`src/rtl/scra_pkg.sv`:
```
// Shared types, constants and helpers for the scancode-to-ASCII ring buffer.
// Used by every module of the block and by its port checker.
// Depends on nothing.
`default_nettype none

package scra_pkg;

   // Sizes of the block's storage.
   localparam int BUFFER_DEPTH = 255;
   localparam int KEYMAP_DEPTH = 128;
   localparam int PTR_W        = $clog2(BUFFER_DEPTH);
   localparam int COUNT_W      = $clog2(BUFFER_DEPTH + 1);
   localparam int KEY_W        = $clog2(KEYMAP_DEPTH);

   // Field widths.
   localparam int CHAR_W      = 8;
   localparam int CODE_W      = 8;
   localparam int FUNC_W      = 3;
   localparam int STATUS_W    = 2;
   localparam int CSR_INDEX_W = 2;
   localparam int CSR_DATA_W  = 8;

   // Queue between the front and back ends.
   localparam int QUEUE_DEPTH   = 2;
   localparam int QUEUE_PTR_W   = $clog2(QUEUE_DEPTH);
   localparam int QUEUE_COUNT_W = $clog2(QUEUE_DEPTH + 1);

   // Function codes on req_func.
   localparam logic [FUNC_W-1:0] FUNC_SCAN      = 3'd0;
   localparam logic [FUNC_W-1:0] FUNC_READ      = 3'd1;
   localparam logic [FUNC_W-1:0] FUNC_PEEK      = 3'd2;
   localparam logic [FUNC_W-1:0] FUNC_PUSH_BACK = 3'd3;
   localparam logic [FUNC_W-1:0] FUNC_LOAD      = 3'd4;

   // Configuration register indexes and reset values.
   localparam logic [CSR_INDEX_W-1:0] CSR_SHIFT_PRESS   = 2'd0;
   localparam logic [CSR_INDEX_W-1:0] CSR_SHIFT_RELEASE = 2'd1;
   localparam logic [CSR_INDEX_W-1:0] CSR_CAPS_TOGGLE   = 2'd2;
   localparam logic [CODE_W-1:0] SHIFT_PRESS_RESET   = 8'd42;
   localparam logic [CODE_W-1:0] SHIFT_RELEASE_RESET = 8'd170;
   localparam logic [CODE_W-1:0] CAPS_TOGGLE_RESET   = 8'd58;

   // Result status codes.
   localparam logic [STATUS_W-1:0] STATUS_OK      = 2'd0;
   localparam logic [STATUS_W-1:0] STATUS_EMPTY   = 2'd1;
   localparam logic [STATUS_W-1:0] STATUS_IGNORED = 2'd2;

   // Character constants.
   localparam logic [CHAR_W-1:0] EMPTY_CHAR = 8'hFF;
   localparam logic [CODE_W-1:0] HIGH_CODE  = 8'h80;
   localparam logic [CHAR_W-1:0] UPPER_A    = 8'd65;
   localparam logic [CHAR_W-1:0] UPPER_Z    = 8'd90;
   localparam logic [CHAR_W-1:0] LOWER_A    = 8'd97;
   localparam logic [CHAR_W-1:0] LOWER_Z    = 8'd122;

   // Operation a transaction performs once classified.
   typedef enum logic [2:0] {
      OP_SCAN,
      OP_SCAN_HIGH,
      OP_READ,
      OP_PEEK,
      OP_PUSH_BACK,
      OP_LOAD,
      OP_NOP
   } op_type;

   // Effect of a scancode on the shift and caps flags.
   typedef enum logic [1:0] {
      FLAG_NONE,
      FLAG_SHIFT_SET,
      FLAG_SHIFT_CLR,
      FLAG_CAPS_TOGGLE
   } flag_type;

   // One classified transaction as it travels through the queue.
   typedef struct packed {
      op_type              op;
      flag_type            flag;
      logic [KEY_W-1:0]    key_index;
      logic [CHAR_W-1:0]   char_in;
      logic                map_shifted;
   } job_type;

   // What the queue shows to the back end.
   typedef struct packed {
      logic    empty;
      job_type head;
   } queue_status_type;

   // Back-end sequencer states.
   typedef enum logic {
      BACK_IDLE,
      BACK_FINISH
   } back_state_type;

   function automatic logic is_letter(input logic [CHAR_W-1:0] c);
      return ((c >= UPPER_A) && (c <= UPPER_Z)) || ((c >= LOWER_A) && (c <= LOWER_Z));
   endfunction

endpackage

`default_nettype wire

```
`src/rtl/scra_queue.sv`:
```
// Short queue of classified transactions between the front and back ends.
// Depends on scra_pkg.
`default_nettype none

module scra_queue (
   input  wire logic                   clock,
   input  wire logic                   reset,
   input  wire logic                   push,
   input  wire scra_pkg::job_type      push_job,
   input  wire logic                   pop,
   output scra_pkg::queue_status_type  queue_status,
   output logic                        full
);
   import scra_pkg::*;

   job_type                  entry_ff [QUEUE_DEPTH];
   logic [QUEUE_PTR_W-1:0]   wr_ptr_ff;
   logic [QUEUE_PTR_W-1:0]   rd_ptr_ff;
   logic [QUEUE_COUNT_W-1:0] count_ff;
   logic                     do_push;
   logic                     do_pop;

   assign full    = (count_ff == QUEUE_COUNT_W'(QUEUE_DEPTH));
   assign do_push = push && !full;
   assign do_pop  = pop && (count_ff != '0);

   assign queue_status.empty = (count_ff == '0);
   assign queue_status.head  = entry_ff[rd_ptr_ff];

   // Entry storage carries payload only.
   always_ff @(posedge clock) begin
      if (do_push) begin
         entry_ff[wr_ptr_ff] <= push_job;
      end
   end

   // Pointers and fill count; the depth is a power of two so pointers wrap freely.
   always_ff @(posedge clock) begin
      if (reset) begin
         wr_ptr_ff <= '0;
         rd_ptr_ff <= '0;
         count_ff  <= '0;
      end else begin
         if (do_push) begin
            wr_ptr_ff <= wr_ptr_ff + 1'b1;
         end
         if (do_pop) begin
            rd_ptr_ff <= rd_ptr_ff + 1'b1;
         end
         case ({do_push, do_pop})
            2'b10:   count_ff <= count_ff + 1'b1;
            2'b01:   count_ff <= count_ff - 1'b1;
            default: count_ff <= count_ff;
         endcase
      end
   end

endmodule

`default_nettype wire

```
`config.mk`:
```
export PLATFORM = sky130hd
export DESIGN_NAME = scra_queue
export DESIGN_NICKNAME = d
export VERILOG_FILES = /design/src/rtl/scra_pkg.sv /design/src/rtl/scra_queue.sv
export SDC_FILE = /design/constraint.sdc
export NUM_CORES = 1
export LEC_CHECK = 0
export ABC_AREA = 0
export ABC_CLOCK_PERIOD_IN_PS = 3200
export BUFFER_PORTS_ARGS = -buffer_cell sky130_fd_sc_hd__buf_2
export CAP_MARGIN = 20
export CORE_MARGIN = 10
export CORE_UTILIZATION = 35
export DETAILED_ROUTE_END_ITERATION = 12
export GPL_ROUTABILITY_DRIVEN = 0
export RECOVER_POWER = 25
export SLEW_MARGIN = 20
export SYNTH_ARGS = -nofsm -noshare
export SYNTH_HDL_FRONTEND = slang
export SYNTH_SLANG_ARGS = --single-unit
```
`constraint.sdc`:
```
create_clock -name clock -period 3.2 [get_ports clock]
set_input_delay 0 -clock clock [delete_from_list [all_inputs] [get_ports clock]]
set_output_delay 0 -clock clock [all_outputs]
set_load 0.03 [all_outputs]
```
# Word level (Yosys, flattened, before mapping)
# Memories as Yosys holds them, arrays and structs flattened. A register that Yosys moved wholly into a read port is not among the register bits.
# Cells that the tools add are included.
# word_totals
register_bits,4
mem_bits_rw,42
in_bits,25
output_inout_bits,23
word_cells,22
memories,1
# memory_table
name,depth,width,rd,rd_clocked_by_memory_dff,write_ports,line_no,rtl
entry_ff,2,21,1,1,1,scra_queue.sv:16,job_type entry_ff [QUEUE_DEPTH];
# op_classes
n_addsub,4
eq_ne,3
muxes,5
n_reduce_logical,6
# ops
cell,n
equality test 2 bit (second input constant),2
2-to-1 mux 1 bit,4
one-hot mux 2 bit (2 select lines),1
nonzero test 2 bit,2
adder 1 bit (second input constant),2
adder 2 x 1 -> 2 bit (second input constant),1
equality test 2 x 1 -> 1 bit (second input constant),1
logical AND 1 bit,2
zero test 2 bit,1
subtractor 2 x 1 -> 2 bit (second input constant),1
zero test 1 bit,1

# Depth between registers and ports, before layout
# depth
depth_word,5
ltp_mapped,6
depth_no_buf,6

# Least setup slack after synthesis
# OpenSTA, ideal clock, no wires.
# synth_path
path_kind,reg-to-reg
startpoint,reg count_ff[0]
endpoint,mem entry_ff[0][0] (netlist bit) (enable)
setup_ns,0.376
arrival_time_ns,1.392
required_time_ns,2.824
path_slack_ns,1.432
stages_incl_launch_ff,5
n_path_buf,0
synth_period_minus_slack_ns,1.768
path_cell_list,dfxtp_1 -> nand2b_2 -> inv_2 -> or3_1 -> inv_1
# synth_between
elab_chain_cells,5
# synth_lines
element,line_no,rtl
start: declaration,scra_queue.sv:19,logic [QUEUE_COUNT_W-1:0] count_ff;
start signal: assignment,scra_queue.sv:51,2'b10: count_ff <= count_ff + 1'b1;
start signal: assignment,scra_queue.sv:52,2'b01: count_ff <= count_ff - 1'b1;
start signal: assignment,scra_queue.sv:53,default: count_ff <= count_ff;
equality test 2 bit,scra_queue.sv:23,assign full = (count_ff == QUEUE_COUNT_W'(QUEUE_DEPTH));
net full,scra_queue.sv:12,output logic full
zero test 1 bit,scra_queue.sv:24,assign do_push = push && !full;
logical AND 1 bit,scra_queue.sv:24,
2-to-1 mux 1 bit,scra_queue.sv:32,if (do_push) begin
2-to-1 mux 1 bit (implied by the code),scra_queue.sv:33,entry_ff[wr_ptr_ff] <= push_job;
end: declaration,scra_queue.sv:16,
# The timed path passes the listed nets, and every way through them passes these cells.

# Final worst setup path
# layout_path
startpoint,reg count_ff[0]
endpoint,mem entry_ff[0][0] (netlist bit) (enable)
# layout_between
elab_chain_cells,5
# layout_lines
element,line_no
equality test 2 bit,scra_queue.sv:23
zero test 1 bit,scra_queue.sv:24
logical AND 1 bit,scra_queue.sv:24
2-to-1 mux 1 bit,scra_queue.sv:32
2-to-1 mux 1 bit (implied by the code),scra_queue.sv:33
# No other way between the ends.

==> results.cfg <==
[status]
status = finished, final reports clean

[final_layout]
area_growth_pct = 35.3
n_antenna_cell = 0
drive_above_1_share = 0.416
fin_nets = 191
fin_area_sq_um = 2340

[worst_setup_path]
crit_path_cell_trace = nand2b_2 -> inv_2 -> or3_1 -> inv_1
cp_slowest_cell = inv_1
crit_path_max_fanout = 21
endpoint_kind = flip-flop
reg2regPathDepth = 4
critical-path-max-stage-delay_ns = 0.63
path_class = reg -> reg
cp.arrival_ns = 1.93
startpoint_type = flip-flop
cp.required_ns = 3.13

[clock_tree]
htreeDepth = 2
cts_tree = built
postCtsHoldBufs = 22
cts_sinks = 47
cts.clk_slew.worst_paths_ns = 0.09
cts_made_buffers = 5
cts_buffer_depth = 2
ctsResizeCount = 0
clock_latency_ns = 0.30
cts_root_buf = clkbuf_8
cts_setup_buffers = 0

[yosys]
ys_types = 17
syn_inst = 91
syn_nets = 117
avgSynthCellArea_sq_um = 19.0
seq_area_frac_synth = 0.786
netlist_area_sq_um = 1730
yosys_warnings = 0
ys_seq_elements = 47

[grt]
use_met1 = 0.0913
gr-usage-all-layers = 0.0858
grt_pass1_vias = 1163
gr-usage-met3 = 0.0349
grt_max_degree = 22
grt_busiest_layer = met2
grt-ovfl-total = 0
grt_antenna_before_repair = 0
grt_pass1_wl_um = 5550
use_met2 = 0.147

[min_path]
whs_path_depth = 4
hp-class = in -> reg

[floorplanning]
io_pins = 48
start_util = 0.364
dieWidth_um = 90.3
die_h_um = 90.3
row_count = 25
die_area_sq_um = 8160
core_area_sq_um = 4750

[sta]
rsz0062_at_grt = no
fmax_ghz = 0.500
final.min_clock_period_ns = 2.00
relSlewSlack = 0.356
final-setup-viol-count = 0
drv_slew = 0
fin_worst_skew_ns = 0.00510
fin_setup_tns_ns = 0
post-route-period-util = 0.625
worstMarginPinSlew_ns = 0.966
hold_violations = 0

[pwr]
peakVddDrop_mv = 0.517
p_total_w = 0.00184
p_per_area_nw_per_um2 = 784
total_leakage_power_nw = 0.869

[drt]
antenna_left = 0
vias_per_cell = 4.27
firstDrtPassIters = 4
wl_per_cell_um = 15.2
vias = 995
wl_um = 3550
drcViolationCount = 0
first_iter_violations = 87

[place]
port_buffers = 47
place_hpwl_um = 2510
dpl_cell_area_sq_um = 2040

[job]
maxCapViolCount = 0
[cell families (layout without fill, tap and decap cells)]
logic type                 count (synthesis)  in the layout  share of synthesized area
adders and majority gates                  1              1                    0.00722
and+or+nand+nor                            9              9                     0.0267
buffers and inverters                      5             80                     0.0123
DFF                                       47             47                      0.786
xor gates and xnor gates                   3              3                     0.0152
AOI/OAI and AO/OA                          5              5                     0.0159
muxes                                     21             21                      0.137
[flip-flops by register name, summed over array words and instances (netlist names), named ones only]
name       cells
entry_ff      42
count_ff       2
rd_ptr_ff      1
wr_ptr_ff      1
[where the power goes]
part / total, W / internal (W) / switching, W
Combinational: 0.000625 / 0.000240 / 0.000385
Clock: 0.000357 / 0.000156 / 0.000201
Sequential: 0.000854 / 0.000780 / 0.0000734
[worst max-delay path: cells and delay by family, from the launching register on]
family        cells  cell delay (ns)
buf+inv           2             0.67
flops             1             0.43
simple gates      2             0.52
[layout by cell type (no fill, tap or decap)]
master / netlist / routed
buf_2: 2 / 35
clkinvlp_4: 0 / 2
o21ai_0: 2 / 2
ha_1: 1 / 1
mux2_2: 21 / 21
clkbuf_2: 0 / 3
nand2b_2: 1 / 1
o21a_1: 1 / 1
or3_1: 2 / 2
inv_6: 0 / 1
inv_2: 1 / 1
a21oi_1: 2 / 2
inv_1: 2 / 2
and3_1: 1 / 1
xor2_1: 1 / 1
edfxtp_1: 42 / 42
dfxtp_1: 5 / 5
dlygate4sd3_1: 0 / 22
nand2_1: 1 / 1
clkbuf_8: 0 / 5
nor2_1: 4 / 4
clkbuf_1: 0 / 9
xnor2_1: 2 / 2
[layer usage]
layer,vias up,wire length [um],part of all wire
met5,-,0,0
met1,475,1480,0.42
met4,0,46,0.013
met3,5,218,0.061
met2,28,1810,0.51
li1,487,-,-
[synth_stat cells]
library cell | number | area (sq um)
xor2_1 | 1 | 8.76
dfxtp_1 | 5 | 100
edfxtp_1 | 42 | 1260
inv_1 | 2 | 7.51
or3_1 | 2 | 12.5
and3_1 | 1 | 6.26
nand2b_2 | 1 | 8.76
inv_2 | 1 | 3.75
ha_1 | 1 | 12.5
nor2_1 | 4 | 15.0
o21ai_0 | 2 | 10.0
mux2_2 | 21 | 236
a21oi_1 | 2 | 10.0
buf_2 | 2 | 10.0
nand2_1 | 1 | 3.75
o21a_1 | 1 | 7.51
xnor2_1 | 2 | 17.5
[cell type report]
class,count,area [sq um]
fillers,445,2410
repair buffers,69,444
clock inverters,3,23.8
well taps,67,83.8
multi-input cells,39,349
clock buffers,5,68.8
inverters,3,11.3
flip-flops and latches,47,1360
[per-stage QoR]
stage                     worst slack (ns)  instances  hold WS, ns   util
after floorplan                       1.43         91       0.0691      -
after global placement                1.30        203        0.188  0.429
after detailed placement              1.19        203        0.194  0.429
after CTS                             1.18        233       0.0928  0.495
after global routing                  1.08        233        0.119  0.493
final                                 1.20        233       0.0968  0.493
[path summary, 6_finish.rpt]
check / to / from / slack [ns]
setup / recovery: entry_ff[0][0] / count_ff[0] / 1.20
hold / removal: wr_ptr_ff / push / 0.1
setup reg to reg: entry_ff[0][0] / count_ff[0] / 1.20
hold reg to reg: flip-flop / rd_ptr_ff / 0.52
(Power assumes the default switching activity.)
