<file path="config.mk">
export PLATFORM = sky130hd
export DESIGN_NAME = scra_front
export DESIGN_NICKNAME = d
export VERILOG_FILES = /design/src/rtl/scra_pkg.sv /design/src/rtl/scra_front.sv
export SDC_FILE = /design/constraint.sdc
export NUM_CORES = 1
export LEC_CHECK = 0
export ABC_CLOCK_PERIOD_IN_PS = 1930
export BUFFER_PORTS_ARGS = -buffer_cell sky130_fd_sc_hd__buf_2
export CAP_MARGIN = 25
export CORE_AREA = 10 10 66 68
export CTS_BUF_LIST = sky130_fd_sc_hd__clkbuf_8
export DETAILED_ROUTE_END_ITERATION = 10
export DIE_AREA = 0 0 76 78
export PLACE_DENSITY = 0.88
export SYNTH_ARGS = -nofsm -noshare
export SYNTH_HDL_FRONTEND = slang
export SYNTH_SLANG_ARGS = --single-unit
</file>
<file path="constraint.sdc">
create_clock -name clock -period 1.93 [get_ports clock]
set_clock_uncertainty 0.15 [all_clocks]
set_input_delay 0.386 -clock clock [delete_from_list [all_inputs] [get_ports clock]]
set_output_delay 0.386 -clock clock [all_outputs]
set_load 0.05 [all_outputs]
</file>
<file path="src/rtl/scra_pkg.sv">
// Shared types, constants and helpers for the scancode-to-ASCII ring buffer.
// Used by every module of the block and by its port checker.
// Depends on nothing.
`default_nettype none

package scra_pkg;

   // Sizes of the block's storage.
   localparam int BUFFER_DEPTH = 255;
   localparam int KEYMAP_DEPTH = 128;
   localparam int PTR_W        = $clog2(BUFFER_DEPTH);
   localparam int COUNT_W      = $clog2(BUFFER_DEPTH + 1);
   localparam int KEY_W        = $clog2(KEYMAP_DEPTH);

   // Field widths.
   localparam int CHAR_W      = 8;
   localparam int CODE_W      = 8;
   localparam int FUNC_W      = 3;
   localparam int STATUS_W    = 2;
   localparam int CSR_INDEX_W = 2;
   localparam int CSR_DATA_W  = 8;

   // Queue between the front and back ends.
   localparam int QUEUE_DEPTH   = 2;
   localparam int QUEUE_PTR_W   = $clog2(QUEUE_DEPTH);
   localparam int QUEUE_COUNT_W = $clog2(QUEUE_DEPTH + 1);

   // Function codes on req_func.
   localparam logic [FUNC_W-1:0] FUNC_SCAN      = 3'd0;
   localparam logic [FUNC_W-1:0] FUNC_READ      = 3'd1;
   localparam logic [FUNC_W-1:0] FUNC_PEEK      = 3'd2;
   localparam logic [FUNC_W-1:0] FUNC_PUSH_BACK = 3'd3;
   localparam logic [FUNC_W-1:0] FUNC_LOAD      = 3'd4;

   // Configuration register indexes and reset values.
   localparam logic [CSR_INDEX_W-1:0] CSR_SHIFT_PRESS   = 2'd0;
   localparam logic [CSR_INDEX_W-1:0] CSR_SHIFT_RELEASE = 2'd1;
   localparam logic [CSR_INDEX_W-1:0] CSR_CAPS_TOGGLE   = 2'd2;
   localparam logic [CODE_W-1:0] SHIFT_PRESS_RESET   = 8'd42;
   localparam logic [CODE_W-1:0] SHIFT_RELEASE_RESET = 8'd170;
   localparam logic [CODE_W-1:0] CAPS_TOGGLE_RESET   = 8'd58;

   // Result status codes.
   localparam logic [STATUS_W-1:0] STATUS_OK      = 2'd0;
   localparam logic [STATUS_W-1:0] STATUS_EMPTY   = 2'd1;
   localparam logic [STATUS_W-1:0] STATUS_IGNORED = 2'd2;

   // Character constants.
   localparam logic [CHAR_W-1:0] EMPTY_CHAR = 8'hFF;
   localparam logic [CODE_W-1:0] HIGH_CODE  = 8'h80;
   localparam logic [CHAR_W-1:0] UPPER_A    = 8'd65;
   localparam logic [CHAR_W-1:0] UPPER_Z    = 8'd90;
   localparam logic [CHAR_W-1:0] LOWER_A    = 8'd97;
   localparam logic [CHAR_W-1:0] LOWER_Z    = 8'd122;

   // Operation a transaction performs once classified.
   typedef enum logic [2:0] {
      OP_SCAN,
      OP_SCAN_HIGH,
      OP_READ,
      OP_PEEK,
      OP_PUSH_BACK,
      OP_LOAD,
      OP_NOP
   } op_type;

   // Effect of a scancode on the shift and caps flags.
   typedef enum logic [1:0] {
      FLAG_NONE,
      FLAG_SHIFT_SET,
      FLAG_SHIFT_CLR,
      FLAG_CAPS_TOGGLE
   } flag_type;

   // One classified transaction as it travels through the queue.
   typedef struct packed {
      op_type              op;
      flag_type            flag;
      logic [KEY_W-1:0]    key_index;
      logic [CHAR_W-1:0]   char_in;
      logic                map_shifted;
   } job_type;

   // What the queue shows to the back end.
   typedef struct packed {
      logic    empty;
      job_type head;
   } queue_status_type;

   // Back-end sequencer states.
   typedef enum logic {
      BACK_IDLE,
      BACK_FINISH
   } back_state_type;

   function automatic logic is_letter(input logic [CHAR_W-1:0] c);
      return ((c >= UPPER_A) && (c <= UPPER_Z)) || ((c >= LOWER_A) && (c <= LOWER_Z));
   endfunction

endpackage

`default_nettype wire

</file>
<file path="src/rtl/scra_front.sv">
// Front end: holds the configuration registers and classifies each request.
// Depends on scra_pkg.
`default_nettype none

module scra_front (
   input  wire logic                            clock,
   input  wire logic                            reset,
   input  wire logic                            start,
   input  wire logic [scra_pkg::FUNC_W-1:0]     req_func,
   input  wire logic [scra_pkg::CODE_W-1:0]     req_scancode,
   input  wire logic [scra_pkg::CHAR_W-1:0]     req_char_in,
   input  wire logic [scra_pkg::KEY_W-1:0]      req_map_index,
   input  wire logic                            req_map_shifted,
   input  wire logic                            csr_write_enable,
   input  wire logic [scra_pkg::CSR_INDEX_W-1:0] csr_index,
   input  wire logic [scra_pkg::CSR_DATA_W-1:0] csr_wdata,
   input  wire logic                            queue_full,
   output logic                                 push,
   output scra_pkg::job_type                    push_job
);
   import scra_pkg::*;

   logic [CODE_W-1:0] shift_press_ff;
   logic [CODE_W-1:0] shift_release_ff;
   logic [CODE_W-1:0] caps_toggle_ff;

   // Configuration writes are registered and apply to requests taken after the write.
   always_ff @(posedge clock) begin
      if (reset) begin
         shift_press_ff   <= SHIFT_PRESS_RESET;
         shift_release_ff <= SHIFT_RELEASE_RESET;
         caps_toggle_ff   <= CAPS_TOGGLE_RESET;
      end else if (csr_write_enable) begin
         case (csr_index)
            CSR_SHIFT_PRESS:   shift_press_ff   <= csr_wdata;
            CSR_SHIFT_RELEASE: shift_release_ff <= csr_wdata;
            CSR_CAPS_TOGGLE:   caps_toggle_ff   <= csr_wdata;
            default: ;
         endcase
      end
   end

   // A transaction is taken whenever start is high and the queue has room.
   assign push = start && !queue_full;

   // Classify the request into an operation and a flag effect.
   always_comb begin
      push_job.op          = OP_NOP;
      push_job.flag        = FLAG_NONE;
      push_job.key_index   = req_scancode[KEY_W-1:0];
      push_job.char_in     = req_char_in;
      push_job.map_shifted = req_map_shifted;
      case (req_func)
         FUNC_SCAN: begin
            push_job.op = (req_scancode >= HIGH_CODE) ? OP_SCAN_HIGH : OP_SCAN;
            // Only the first matching code acts, press before release before caps.
            if (req_scancode == shift_press_ff) begin
               push_job.flag = FLAG_SHIFT_SET;
            end else if (req_scancode == shift_release_ff) begin
               push_job.flag = FLAG_SHIFT_CLR;
            end else if (req_scancode == caps_toggle_ff) begin
               push_job.flag = FLAG_CAPS_TOGGLE;
            end
         end
         FUNC_READ:      push_job.op = OP_READ;
         FUNC_PEEK:      push_job.op = OP_PEEK;
         FUNC_PUSH_BACK: push_job.op = OP_PUSH_BACK;
         FUNC_LOAD: begin
            push_job.op        = OP_LOAD;
            push_job.key_index = req_map_index;
         end
         default:        push_job.op = OP_NOP;
      endcase
   end

endmodule

`default_nettype wire

</file>
* Yosys cells after proc, flatten, opt, wreduce, memory -nomap -nowiden
Index checks and enable logic that the tools add are counted.
Word-level totals: register bits 24, bits of input ports 42, output and inout port bits 22
Operators by class: magnitude comparators 1, reductions and logical operators 7, multiplexer cells 7, eq/ne operators 9
Operator list (number):
- 8-bit equality test | 3
- 3-bit case mux with 5 select lines | 1
- 8-bit greater-or-equal comparator (second input constant) | 1
- 2-bit 2-to-1 mux | 4
- 7-bit 2-to-1 mux | 1
- 3-bit by 2-bit equality test with 1-bit output (second input constant) | 2
- 2-bit AND reduction | 3
- 3-bit by 1-bit equality test with 1-bit output (second input constant) | 1
- 3-bit equality test (second input constant) | 1
- 3-bit logical NOT | 1
- 2-bit by 1-bit equality test with 1-bit output (second input constant) | 1
- 2-bit equality test (second input constant) | 1
- 2-bit logical NOT | 1
- 1-bit logical AND | 1
- 1-bit logical NOT | 1
- 1-bit 2-to-1 mux | 1

* Longest topological paths before layout
depth after elaboration 5, depth in mapped cells 5, depth with buffers taken out 4

* Worst setup path before layout
Ideal clock, no wire load.
path kind in2out, start point in req_scancode[1] (netlist name), end point out push_job[16] (netlist name), data arrival time 1.739 ns, path slack -0.345 ns, stages on the path 4, buffers on the path 0, cells stage by stage xor2_1 nor4_4 o211ai_1 a21oi_1
RTL lines:
- start, declared | RTL line scra_front.sv:10 | input wire logic [scra_pkg::CODE_W-1:0] req_scancode,
- end, declared | RTL line scra_front.sv:19 | output scra_pkg::job_type push_job

==> results.txt <==
----------------------------------------------------
[Clock network]
  Clk root buf ... clkbuf_8
  Buffer depth of the longest clock path ... 2
  Worst skew pair latency ... around 270 ps
  Deepest level of the CTS H-tree ... 1
  Clock transition time at the flip-flop clock pins of the worst setup and hold paths ... 90 ps
  Total clock sinks ... 24
  Num CTS Buffers ... 3
  Clock tree from TritonCTS ... done

[Critical path]
  R2R depth ... 2
  Critical Path Max Stage Delay ... about 350 ps
  Nature of the critical path startpoint ... flip-flop
  Largest fanout of any net on the critical path ... 2
  Cell at the slowest stage of the critical path ... dfxtp_2
  Data arrival time of the worst path ... around 1700 ps
  Required @ worst endpoint ... roughly 1400 ps
  Worst setup EP type ... output pin
  Critical path, cell by cell ... xnor2_2, nand4_1, or2_4, a221oi_4, buf_6
  Setup Crit Path Kind ... flip-flop to output pin

[Synth]
  Number of enable flip-flop cells after synthesis ... 0
  Average instance area after synthesis ... 9.45 um2
  Synthesized Nets ... approximately 190
  XOR/XNOR share of the synthesized area ... between 10 and 15%
  Cell count after synthesis ... roughly 150
  Combinational family with the most area after synthesis ... simple AND/OR/NAND/NOR gates
  Area fraction in and, or, nand and nor cells after synthesis ... roughly a fifth
  Part of the Yosys area used for sequential elements ... ~34%
  Post-synthesis cell area ... approximately 1400 um2
  Warning count from the yosys run ... 0
  Count of unique library cells instantiated by Yosys ... 27
  Async set-reset flop share out of synthesis ... 0%
  Share of the synthesized area in compound gates (AO/OA/AOI/OAI) ... 9.69%
  Flop and latch count out of synthesis ... 24
  Multiplexer fraction of the synthesized cell area ... between 10 and 15%
  Synth Area in Adders ... 0%
  Synth Flop Type ... dfxtp_1

[Layout]
  Signed area change from the synthesized netlist to the final layout ... 45.2%
  Layout cells sized above 1 ... roughly half
  Number of cells in the finished layout apart from fillers ... roughly 250
  Post-layout nets ... about 240
  Antenna diode count ... 0

[Routing]
  Detail Route Antenna Nets ... 0
  Total length of routed wires ... between 3000 and 4000 um
  Number of vias in the routed layout ... 1,240
  Initial DRC count ... 48
  Ratio of routed vias to standard cells ... ~5
  Number of detailed-route iterations in the first pass ... 4
  Average wire length per cell after detail routing ... roughly 16 um
  Remaining DRCs ... 0

[Floorplan]
  # rows ... 21
  Placeable core region ... approximately 3200 um2
  Total I/O pin count ... 64
  Starting Density ... 44.3%
  Horizontal die dimension ... between 70 and 80 um
  Die area ... 5930 um2
  Die Y ... between 70 and 80 um

[Global routing]
  Antenna violations before repair ... 0
  Vias in the first global route ... around 1,300
  Wire length of the first global-routing pass ... ~6000 um
  Pin count of the biggest net entering global routing ... 25
  Grt total ovfl ... 0
  All-Layer GR Usage ... between 10 and 15%

[Timing]
  Shortest clock period the worst path allows after layout ... between 2000 and 2500 ps
  Slew at the pin with the worst max-slew slack ... around 420 ps
  Number of max-slew violations in the final report ... 0
  Maximum frequency from static timing analysis ... 0.448 GHz
  Setup Viol. Count Final ... 2
  Share of the clock period used by the worst path after layout ... 116%
  Final number of hold-violating endpoints ... 0
  Unrepaired setup endpoints after global routing ... yes
  Max_slew headroom ... between 70% and 80%
  Worst Setup Slack, final ... -303 ps

[Pwr]
  Leakage power figure ... ~0.9 nW
  Power density relative to cell area ... approximately 600 nW/um2
  Peak supply drop ... 483 uV

[Place]
  Number of input and output port buffers inserted ... 45
  Placed wire-length estimate after detailed placement ... around 2700 um
  Pre-CTS setup slack ... -294 ps
  Placer's final routability congestion estimate ... around 0.85
  Cell total after placement ... 240

[Min path]
  Cells on Worst Hold Path ... 2
  Worst hold path class ... input pin to flip-flop

[Job]
  Total of max-cap violations ... 0

[Run status]
  Result of the run ... finished, violations left
  Violations in the final reports ... setup timing

----------------------------------------------------
## routing by layer
layer / up-vias / global-route usage (%) / share of wire (%)
met2: 41 / 22.1 / 52
met5: - / 0 / 0
li1: 598 / - / -
met4: 0 / 4.17 / 0.70
met1: 597 / 13.5 / 40
met3: 4 / 3.80 / 7.2
## registers in the layout, indices dropped and copies added (netlist names)
signal	cells
caps_toggle_ff	8
shift_release_ff	8
shift_press_ff	8
## critical path: cells and delay by family, from the launching register on
kind	cells	cell delay (ps)
AO/OA/AOI/OAI	1	250
XOR/XNOR	1	150
buffers and inverters	1	190
flip-flops	1	350
AND/OR/NAND/NOR	2	480
## stage by stage
step	area [um2]	util [%]	hold WS (ps)	total power, W	TNS [ps]
detailed placement	1780	56.1	321	0.000836	-1350
global route	2040	64.3	193	0.00127	-655
floorplan	1470	-	306	0.000775	-226
finish	2040	64.3	185	0.00123	-538
global placement	1780	56.1	317	0.000830	-1320
CTS	1950	61.3	184	0.00120	-452
## Yosys cell counts, types with 2 or more instances
master,instances,area share (%)
a211o_1,11,6.8
a21oi_1,2,0.71
buf_2,4,1.4
buf_4,9,4.8
clkbuf_1,2,0.53
dfxtp_1,24,34
inv_1,5,1.3
mux2_2,7,5.6
mux2i_1,12,8.5
nand2_1,3,0.80
nand3b_1,2,1.1
nand4_1,2,0.89
nor2_1,25,6.7
nor2b_1,4,1.8
nor4_2,2,1.8
nor4_4,2,3.0
xnor2_1,8,5.0
xor2_1,16,10
## power by group
part	switching [W]	leakage [nW]	internal [W]
clock network	0.000162	0.0288	0.000182
registers	0.0000184	0.198	0.000516
logic	0.000186	0.688	0.000160
## worst paths after layout
| kind | start | endpoint | slack [ps] |
|---|---|---|---|
| max | shift_release_ff[2]$_SDFFE_PP0P_ | push_job[17] | -300 |
| min | csr_wdata[3] | shift_press_ff[3]$_SDFFE_PP1P_ | 180 |
| max reg2reg | shift_press_ff[1]$_SDFFE_PP1P_ | shift_press_ff[1]$_SDFFE_PP1P_ | 960 |
| min reg2reg | shift_release_ff[3]$_SDFFE_PP1P_ | shift_release_ff[3]$_SDFFE_PP1P_ | 340 |
## cell type report
class                   count  area (um2)
clock buffers               4        55.1
fillers                   274        1140
inverters                   5        18.8
multi-input cells         105         955
flip-flops and latches     24         499
well taps                  46        57.6
repair buffers             63         458
## layout by cell type (no fill, tap or decap), types with 2 or more instances in the layout
cell | netlist | final
mux2i_1 | 12 | 12
buf_8 | 0 | 7
nor2b_1 | 4 | 4
dfxtp_2 | 0 | 9
clkbuf_8 | 0 | 4
nor4_2 | 2 | 2
nor2_1 | 25 | 24
nand4_1 | 2 | 2
xnor2_2 | 0 | 4
mux2_4 | 0 | 7
xor2_2 | 0 | 2
xor2_1 | 16 | 12
a211o_1 | 11 | 11
dfxtp_4 | 0 | 2
dfxtp_1 | 24 | 13
buf_6 | 0 | 2
buf_4 | 9 | 18
inv_1 | 5 | 5
nand3b_1 | 2 | 2
buf_2 | 4 | 35
xor2_4 | 0 | 2
xnor2_1 | 8 | 4
nor4_4 | 2 | 2
nand2_1 | 3 | 3
## cells by family after synthesis
logic type / after synthesis
flops: 24
compound gates: 16
xor+xnor: 24
buf+inv: 20
mux: 19
simple gates: 46
## timing repair
item	CTS	global route
hold endpoints to repair	0	0
pin swaps	13	12
setup endpoints to repair	9	9
setup buffers	1	2
gates resized for setup	31	22
hold buffers	0	0
gates cloned	0	0
(Power assumes the default switching activity.)
